File: src/rtl/core/rha_pkg.sv
// ----------------------------------------------------------------------------
// rha_pkg
// Types, constants and codes shared by the ring heap allocator modules.
// ----------------------------------------------------------------------------
`timescale 1ns / 1ps
`default_nettype none
package rha_pkg;

	localparam int NUM_RINGS      = 4;
	localparam int SLOTS_PER_RING = 64;
	localparam int TASK_DEPTH     = 256;
	localparam int ALIGN_BYTES    = 64;
	localparam int OFFSET_BITS    = 32;

	localparam int RSEL_W     = (NUM_RINGS > 1) ? $clog2(NUM_RINGS) : 1;
	localparam int CNT_W      = $clog2(SLOTS_PER_RING) + 1;
	localparam int SLOT_TOTAL = NUM_RINGS * SLOTS_PER_RING;
	localparam int LOC_W      = $clog2(SLOT_TOTAL);
	localparam int TASK_W     = $clog2(TASK_DEPTH);
	localparam int NEXT_W     = TASK_W + 1;
	localparam int CFG_IDX_W  = 1;

	localparam logic [CFG_IDX_W-1:0] CFG_HEAP_SIZE = 1'b0;
	localparam logic [CFG_IDX_W-1:0] CFG_SHUTDOWN  = 1'b1;

	typedef enum logic [1:0] {
		CMD_ALLOC   = 2'd0,
		CMD_RELEASE = 2'd1,
		CMD_CLEAR   = 2'd2
	} cmd_t;

	typedef enum logic [2:0] {
		ST_OK          = 3'd0,
		ST_HEAP_FULL   = 3'd1,
		ST_DISABLED    = 3'd2,
		ST_TOO_LARGE   = 3'd3,
		ST_SHUTDOWN    = 3'd4,
		ST_TABLE_FULL  = 3'd5,
		ST_NOT_DRAINED = 3'd6,
		ST_IGNORED     = 3'd7
	} status_t;

	typedef enum logic [2:0] {
		S_IDLE,
		S_DECODE,
		S_LOC,
		S_CHK,
		S_ADV,
		S_AWAIT,
		S_RESP
	} state_t;

	typedef struct packed {
		logic [1:0]  command;
		logic [1:0]  ring_index;
		logic [31:0] request_bytes;
		logic [7:0]  task_slot;
	} req_t;

	typedef struct packed {
		logic [2:0]  status;
		logic [7:0]  task_id;
		logic [31:0] heap_offset;
		logic [31:0] slab_end;
		logic [1:0]  used_ring;
		logic [8:0]  live_count;
	} result_t;

	typedef struct packed {
		logic cap;
		logic exec;
		logic flag_rd;
		logic rel_check;
		logic adv_rd;
		logic adv_step;
	} ctrl_cmd_t;

	typedef struct packed {
		logic is_release;
		logic rel_ok;
		logic adv_more;
		logic adv_flag;
	} dp_stat_t;

endpackage
`default_nettype wire

File: src/rtl/core/rha_ctrl.sv
// ----------------------------------------------------------------------------
// rha_ctrl
// Sequencer: decode, release lookup, in-order tail walk, result strobe.
// ----------------------------------------------------------------------------
`timescale 1ns / 1ps
`default_nettype none
module rha_ctrl (
	input  wire logic                 clk,
	input  wire logic                 arst_n,
	input  wire logic                 start,
	input  wire rha_pkg::dp_stat_t    stat,
	output logic                      busy,
	output logic                      done,
	output rha_pkg::ctrl_cmd_t        cmd
);

	rha_pkg::state_t state_q, state_d;

	always_ff @(posedge clk or negedge arst_n) begin
		if (!arst_n) begin
			state_q <= rha_pkg::S_IDLE;
		end else begin
			state_q <= state_d;
		end
	end

	always_comb begin
		state_d = state_q;
		case (state_q)
			rha_pkg::S_IDLE: begin
				if (start) state_d = rha_pkg::S_DECODE;
			end
			rha_pkg::S_DECODE: begin
				state_d = stat.is_release ? rha_pkg::S_LOC : rha_pkg::S_RESP;
			end
			rha_pkg::S_LOC: state_d = rha_pkg::S_CHK;
			rha_pkg::S_CHK: begin
				state_d = stat.rel_ok ? rha_pkg::S_ADV : rha_pkg::S_RESP;
			end
			rha_pkg::S_ADV: begin
				state_d = stat.adv_more ? rha_pkg::S_AWAIT : rha_pkg::S_RESP;
			end
			rha_pkg::S_AWAIT: begin
				state_d = stat.adv_flag ? rha_pkg::S_ADV : rha_pkg::S_RESP;
			end
			rha_pkg::S_RESP: state_d = rha_pkg::S_IDLE;
			default:         state_d = rha_pkg::S_IDLE;
		endcase
	end

	always_comb begin
		cmd  = '0;
		busy = 1'b1;
		done = 1'b0;
		case (state_q)
			rha_pkg::S_IDLE: begin
				busy    = 1'b0;
				cmd.cap = start;
			end
			rha_pkg::S_DECODE: cmd.exec      = 1'b1;
			rha_pkg::S_LOC:    cmd.flag_rd   = 1'b1;
			rha_pkg::S_CHK:    cmd.rel_check = 1'b1;
			rha_pkg::S_ADV:    cmd.adv_rd    = stat.adv_more;
			rha_pkg::S_AWAIT:  cmd.adv_step  = stat.adv_flag;
			rha_pkg::S_RESP:   done          = 1'b1;
			default:           busy          = 1'b1;
		endcase
	end

endmodule
`default_nettype wire

File: config.mk
export PLATFORM = sky130hd
export DESIGN_NAME = rha_ctrl
export DESIGN_NICKNAME = d
export VERILOG_FILES = /design/src/rtl/core/rha_pkg.sv /design/src/rtl/core/rha_ctrl.sv
export SDC_FILE = /design/constraint.sdc
export NUM_CORES = 1
export LEC_CHECK = 0
export ABC_AREA = 1
export BUFFER_PORTS_ARGS = -buffer_cell sky130_fd_sc_hd__buf_2
export CAP_MARGIN = 15
export CORE_AREA = 2 2 39 41
export CTS_CLUSTER_DIAMETER = 100
export DETAILED_ROUTE_END_ITERATION = 16
export DIE_AREA = 0 0 41 43
export SLEW_MARGIN = 20
export SYNTH_ARGS = -nofsm -noshare
export SYNTH_HDL_FRONTEND = slang
export SYNTH_SLANG_ARGS = --single-unit
File: constraint.sdc
create_clock -name clk -period 1.8 [get_ports clk]
set_input_delay 0.36 -clock clk [delete_from_list [all_inputs] [get_ports clk]]
set_output_delay 0.36 -clock clk [all_outputs]
set_load 0.05 [all_outputs]
**After elaboration in Yosys (flattened, before gate mapping)**

Cells that the tools add are included.

- Reductions and logical operators: 1
- Muxes and demuxes: 14
- Equal/unequal tests: 7

Operators by type and width:

| kind | number |
|---|---|
| $pmux 3 s6 | 1 |
| $eq 3x3->1 const B | 3 |
| $mux 1 | 8 |
| $eq 3x2->1 const B | 2 |
| $mux 2 | 3 |
| $mux 3 | 2 |
| $eq 3x1->1 const B | 1 |
| $logic_not 3->1 | 1 |
| $ne 2x2->1 const B | 1 |

- Output and inout bits: 8
- Input bits: 7
- Word-level logic and storage cells: 23
- Flip-flop bits (word level): 3

**Depth between registers and ports, before layout**

Gate-level depths: netlist of the first run.

- Depth after elaboration: 2
- Depth in mapped cells: 5
- Depth with buffers taken out: 5

**Worst setup path after synthesis of the first run**

No wires, ideal clock.

- Path kind: reg2out
- Start point: reg state_q[0]
- End point: out cmd[5] (netlist bit)
- Arrival: 1.666 ns
- Required time: 1.440 ns
- Stages on the path, launching flop included: 4
- Slack: -0.226 ns
- Path buffers: 0
- Cells stage by stage: dfrtp_1 > nor2_2 > nand2_1 > nor2_1

RTL lines:

| element | RTL line | source |
|---|---|---|
| start: declaration | rha_ctrl.sv:17 | `rha_pkg::state_t state_q, state_d;` |
| start signal: assignment | rha_ctrl.sv:21 | `state_q <= rha_pkg::S_IDLE;` |
| start signal: assignment | rha_ctrl.sv:23 | `state_q <= state_d;` |
| end: declaration | rha_ctrl.sv:14 | `output rha_pkg::ctrl_cmd_t cmd` |

==> flow_summary_export.csv, run 1 <==
group,metric,value,unit
outcome,outcome,"finished clean",
global_routing,grt_overflow,0,
logic_synthesis,synth.most_common_cell,"nand2_1",
cells_and_area,regArea,75.1,um2
routing,drc,0,
logic_synthesis,synth_commonest_cells,"10 x nand2_1, 8 x inv_1, 7 x nor2_1, 5 x nand3_1",
timing,slew_headroom,83.5,%
floorplan,rows,14,
cells_and_area,design_area,359,um2
cts,ctsResizeCount,0,
logic_synthesis,synth_area_leaders,"dfrtp_1 33%, nand2_1 17%, inv_1 13%, nor2_1 12%, nand3_1 11%",
setup_path,critPathKind,"register to primary output",
cells_and_area,finalNonFillerCells,74,
setup_path,reg2reg_depth,5,
setup_path,ff2ff_setup_slack,840,ps
global_routing,grt_use_met2,8.44,%
placed_design,placedCellCount,69,
routing,num_vias,278,
global_routing,top_usage_layer,"met1",
cells_and_area,fillers,168,
pwr,ir_drop,0.000970,V
global_routing,grt_max_degree,7,
placed_design,pre_cts_ws,401,ps
logic_synthesis,syn-mean-instance-area,5.77,um2
cells_and_area,drive_gt1_share,41.4,%
cts,clk_pin_slew_worst_paths,40,ps
cts,ctsRootBufferMaster,"clkbuf_4",
timing,rsz0062_at_grt,"false",
routing,vias_per_cell,3.76,
routing,wl,541,um
timing,worst_pin_slew,249,ps
routing,first_pass_iters,4,
cells_and_area,largest_register_ffs,3,
placed_design,gp_congestion,0.778,
logic_synthesis,synth_edf_count,0,
setup_path,cp_max_fo,6,
cts,clkSinkCount,3,
cells_and_area,regMostFlops,"state_q",
routing,drt_iter0_drc,3,
cts,cts_tree,"yes",
pwr,p_total,0.774,mW
logic_synthesis,synth_ff_type,"dfrtp_1",
timing,fin_crit_sh,91.3,%
timing,setup_violations,0,
floorplan,dieArea,0.00176,mm2
logic_synthesis,ys_ff_latch,3,
placed_design,dp_hpwl,465,um
setup_path,r2r-start,"state_q[0]",
placed_design,dpl_cell_area,323,um2
placed_design,io_buffers,14,
pwr,powerDensity,2150,mW/mm2
pwr,p_leak,0.234,nW
cells_and_area,area_growth_syn_to_layout,59.4,%
cts,cts_buffers,3,
global_routing,met3_usage,6.28,%
global_routing,grt_pass1_vias,222,
timing,max_freq,608,MHz
cts,clk_path_buf_depth,2,
logic_synthesis,synth_top_area_share,33.3,%
global_routing,use_met1,10.1,%
floorplan,start_util,16.3,%
timing,whs,382,ps
setup_path,end_kind,"primary output",
timing,period_minus_slack,1640,ps
cts,clock_latency,230,ps
timing,slew_viol_final,0,
routing,routedWlPerCell,7.31,um
logic_synthesis,async_flop_share,100,%
global_routing,grt.total_usage,7.05,%
timing,final_hold_viol_count,0,
logic_synthesis,synthesis.nets,46,
setup_path,start_kind,"register",
cells_and_area,final_nets,66,
floorplan,pin_count,15,
timing,setup-tns-final,0,ps
setup_path,worstPathArrival,1280,ps
hold_path,hold_end,"state_q[2]",
cts,htreeDepth,1,
global_routing,grt_pass1_wl,828,um
hold_path,holdPathStages,4,
job,drv_cap,0,
logic_synthesis,syn_inst,39,
logic_synthesis,syn_area,225,um2
floorplan,die_width,41,um
hold_path,hold_class,"primary input to register",
logic_synthesis,yosys_warnings,0,
cells_and_area,largest_registers,"state_q x3",
routing,ant_nets,0,
cells_and_area,multi_input_area,120,um2
global_routing,antenna_found_initial,0,
logic_synthesis,yosys.area.top_type,"dfrtp_1",
logic_synthesis,ys_types,8,
timing,finClkSkew,6.04,ps
cells_and_area,diodes,0,
floorplan,core,0.00138,mm2
timing,fin_ws,156,ps
setup_path,timing.rr.end,"state_q[0]",
cells_and_area,final_util,25.9,%
logic_synthesis,synth_seq_area_share,33.3,%
setup_path,required,1440,ps
hold_path,worstHoldStart,"stat[3]",
floorplan,die_height,43,um
==> kinds of logic after synthesis <==
kind of cell / count (synthesis) / synth area share (%)
flops: 3 / 33.3
simple gates: 26 / 50.0
buf+inv: 10 / 16.7
==> worst max path at each step <==
| stage | from | depth (start not counted) | to |
|---|---|---|---|
| 2_1_floorplan | state_q[0] | 3 | cmd[5] |
| 3_3_place_gp | state_q[0] | 4 | cmd[5] |
| 3_5_place_dp | state_q[0] | 4 | cmd[5] |
| 4_1_cts | state_q[0] | 4 | cmd[5] |
| 5_1_grt | state_q[0] | 4 | cmd[1] |
| 6_report | state_q[0] | 4 | cmd[5] |
==> worst max-delay path, cell delays in order, from the launching register on <==
cell and delay, ps:
dfrtp_1 430, nor2_2 190, nand2_1 100, nor2_2 80, buf_2 260
==> where the power goes <==
group	total [mW]	internal (mW)	switching (mW)
Sequential	0.156	0.103	0.0536
Clock	0.118	0.0830	0.0348
Combinational	0.500	0.121	0.379
Total	0.774	0.307	0.467
==> layout by cell type (no fill, tap or decap) <==
cell and n:
buf_2 14, clkbuf_1 1, clkbuf_4 3, dfrtp_1 3, dlygate4sd3_1 1, inv_1 8
inv_2 2, nand2_1 10, nand3_1 5, nor2_1 6, nor2_2 4, nor3_2 1
==> area by class of cell <==
| class | instances | area share, % |
|---|---|---|
| tap | 16 | 5.57 |
| timing repair buffer | 15 | 22.3 |
| clock buffer | 4 | 7.32 |
| inverter | 10 | 10.5 |
| multi-input combinational | 26 | 33.4 |
| sequential | 3 | 20.9 |
==> metal layers <==
layer | vias to the layer above | routed length [um] | part of all wire (%)
li1 | 152 | - | -
met1 | 113 | 258 | 48
met2 | 13 | 218 | 40
met3 | 0 | 64 | 12
met4 | 0 | 0 | 0
met5 | - | 0 | 0
==> what timing repair did <==
action	4_1_cts	5_1_grt
endpoints found under the hold margin	3	0
setup buffers	0	0
hold buffers	1	0
Power figures use the tool's default switching activity.
==> run 2, diff against run 1 <==
==> constraint.sdc (replaced) <==
create_clock -name clk -period 1.8 [get_ports clk]
set_input_delay 0 -clock clk [delete_from_list [all_inputs] [get_ports clk]]
set_output_delay 0 -clock clk [all_outputs]
set_load 0.05 [all_outputs]
==> run 2 against run 1 <==
  * Core utilization shrank 0.54 points
  * Register-to-register slack improved by 20 ps
  * Clock power about the same
  * Design area fell by 2.1%
  * Largest power group unchanged
  * Sequential cell count did not move
  * Count of clock-buffer cells in the layout did not move
  * Largest cell class unchanged
  * Maximum frequency grew 31%
  * First-iteration DRC count decreased by 67%
  * Die area unchanged
==> flow_summary_export.csv, run 2 (synthesis results as in run 1) <==
group,metric,value,unit
cells_and_area,diodes,0,
cells_and_area,final_util,25.4,%
cells_and_area,area_growth_syn_to_layout,56.1,%
cts,ctsRootBufferMaster,"clkbuf_4",
timing,slew_viol_final,0,
timing,rsz0062_at_grt,"false",
routing,num_vias,267,
routing,first_pass_iters,2,
cts,ctsResizeCount,0,
setup_path,end_kind,"primary output",
cts,htreeDepth,1,
routing,drt_iter0_drc,1,
pwr,p_leak,0.234,nW
floorplan,core,0.00138,mm2
timing,whs,26.5,ps
placed_design,gp_congestion,0.706,
global_routing,grt_pass1_vias,257,
floorplan,rows,14,
timing,setup-tns-final,0,ps
cells_and_area,fillers,160,
placed_design,dpl_cell_area,315,um2
cts,post-cts-setup-buffers,0,
hold_path,hold_class,"primary input to register",
routing,routedWlPerCell,7.49,um
cts,ctsHoldBuffers,1,
pwr,ir_drop,0.000838,V
global_routing,antenna_found_initial,0,
timing,final_hold_viol_count,0,
cts,clock_latency,230,ps
setup_path,critPathKind,"register to primary output",
timing,worst_pin_slew,251,ps
routing,drc,0,
cells_and_area,largest_registers,"state_q x3",
global_routing,grt_pass1_wl,890,um
timing,max_freq,794,MHz
floorplan,start_util,16.3,%
setup_path,worstPathArrival,1260,ps
cts,clkSinkCount,3,
cells_and_area,largest_register_ffs,3,
cells_and_area,drive_gt1_share,37.9,%
routing,wl,554,um
job,drv_cap,0,
routing,ant_nets,0,
setup_path,cp_max_fo,6,
timing,setup_violations,0,
timing,period_minus_slack,1260,ps
timing,finClkSkew,0.965,ps
setup_path,required,1800,ps
floorplan,pin_count,15,
placed_design,io_buffers,14,
floorplan,dieArea,0.00176,mm2
outcome,outcome,"finished clean",
global_routing,grt.total_usage,7.95,%
cells_and_area,mostFrequentLayoutCell,"buf_2",
floorplan,die_width,41,um
pwr,p_total,0.764,mW
timing,fin_crit_sh,70.0,%
cts,cts_buffers,3,
cts,clk_pin_slew_worst_paths,40,ps
cells_and_area,final_cell_mix,"14 x buf_2, 10 x nand2_1, 8 x inv_1",
routing,vias_per_cell,3.61,
timing,slew_headroom,83.4,%
cells_and_area,regMostFlops,"state_q",
setup_path,start_kind,"register",
floorplan,die_height,43,um
global_routing,grt_max_degree,7,
cts,cts_tree,"yes",
cells_and_area,design_area,352,um2
cts,clk_path_buf_depth,2,
cells_and_area,final_nets,66,
pwr,powerDensity,2170,mW/mm2
placed_design,dp_hpwl,466,um
global_routing,grt_overflow,0,
==> run 2: path summary, 6_finish.rpt <==
kind                             from    endpoint  slack, ps  cells after the start
hold / removal                stat[3]  state_q[2]         30                      4
min in group asynchronous      arst_n  state_q[2]         90                      2
setup / recovery           state_q[0]      cmd[5]        540                      4
max in group asynchronous      arst_n  state_q[1]       1600                      2
setup reg to reg           state_q[0]  state_q[0]        860                      5
hold reg to reg            state_q[2]  state_q[2]        610                      2
==> run 2: critical path, stage by stage, from the launching register on <==
cell and delay (ps):
dfrtp_1 420, nor2_2 190, nand2_1 80, nor2_1 80
buf_2 260
==> run 2: metrics by stage <==
step / worst slack (ps) / cells
floorplan: 134 / 39
global placement: 801 / 69
detailed placement: 775 / 69
CTS: 521 / 74
global route: 397 / 74
finish: 541 / 74
==> run 2: per-layer routing <==
| layer | vias up | track usage, % | wire [um] |
|---|---|---|---|
| met5 | - | 0 | 0 |
| met4 | 0 | 8.00 | 0 |
| met3 | 0 | 3.14 | 53 |
| met2 | 10 | 10.9 | 250 |
| met1 | 105 | 8.41 | 249 |
| li1 | 152 | - | - |
==> run 2: cell type report <==
type | instances | area (um2) | area share [%]
flip-flops and latches | 3 | 75.1 | 21.4
multi-input cells | 26 | 113 | 32.0
inverters | 10 | 37.5 | 10.7
repair buffers | 15 | 80.1 | 22.8
well taps | 16 | 20.0 | 5.69
clock buffers | 4 | 26.3 | 7.47
==> run 2: where the power goes <==
part           switching [mW]  internal, mW
sequential             0.0530         0.103
clock                  0.0352        0.0831
combinational           0.372         0.119
total                   0.460         0.304
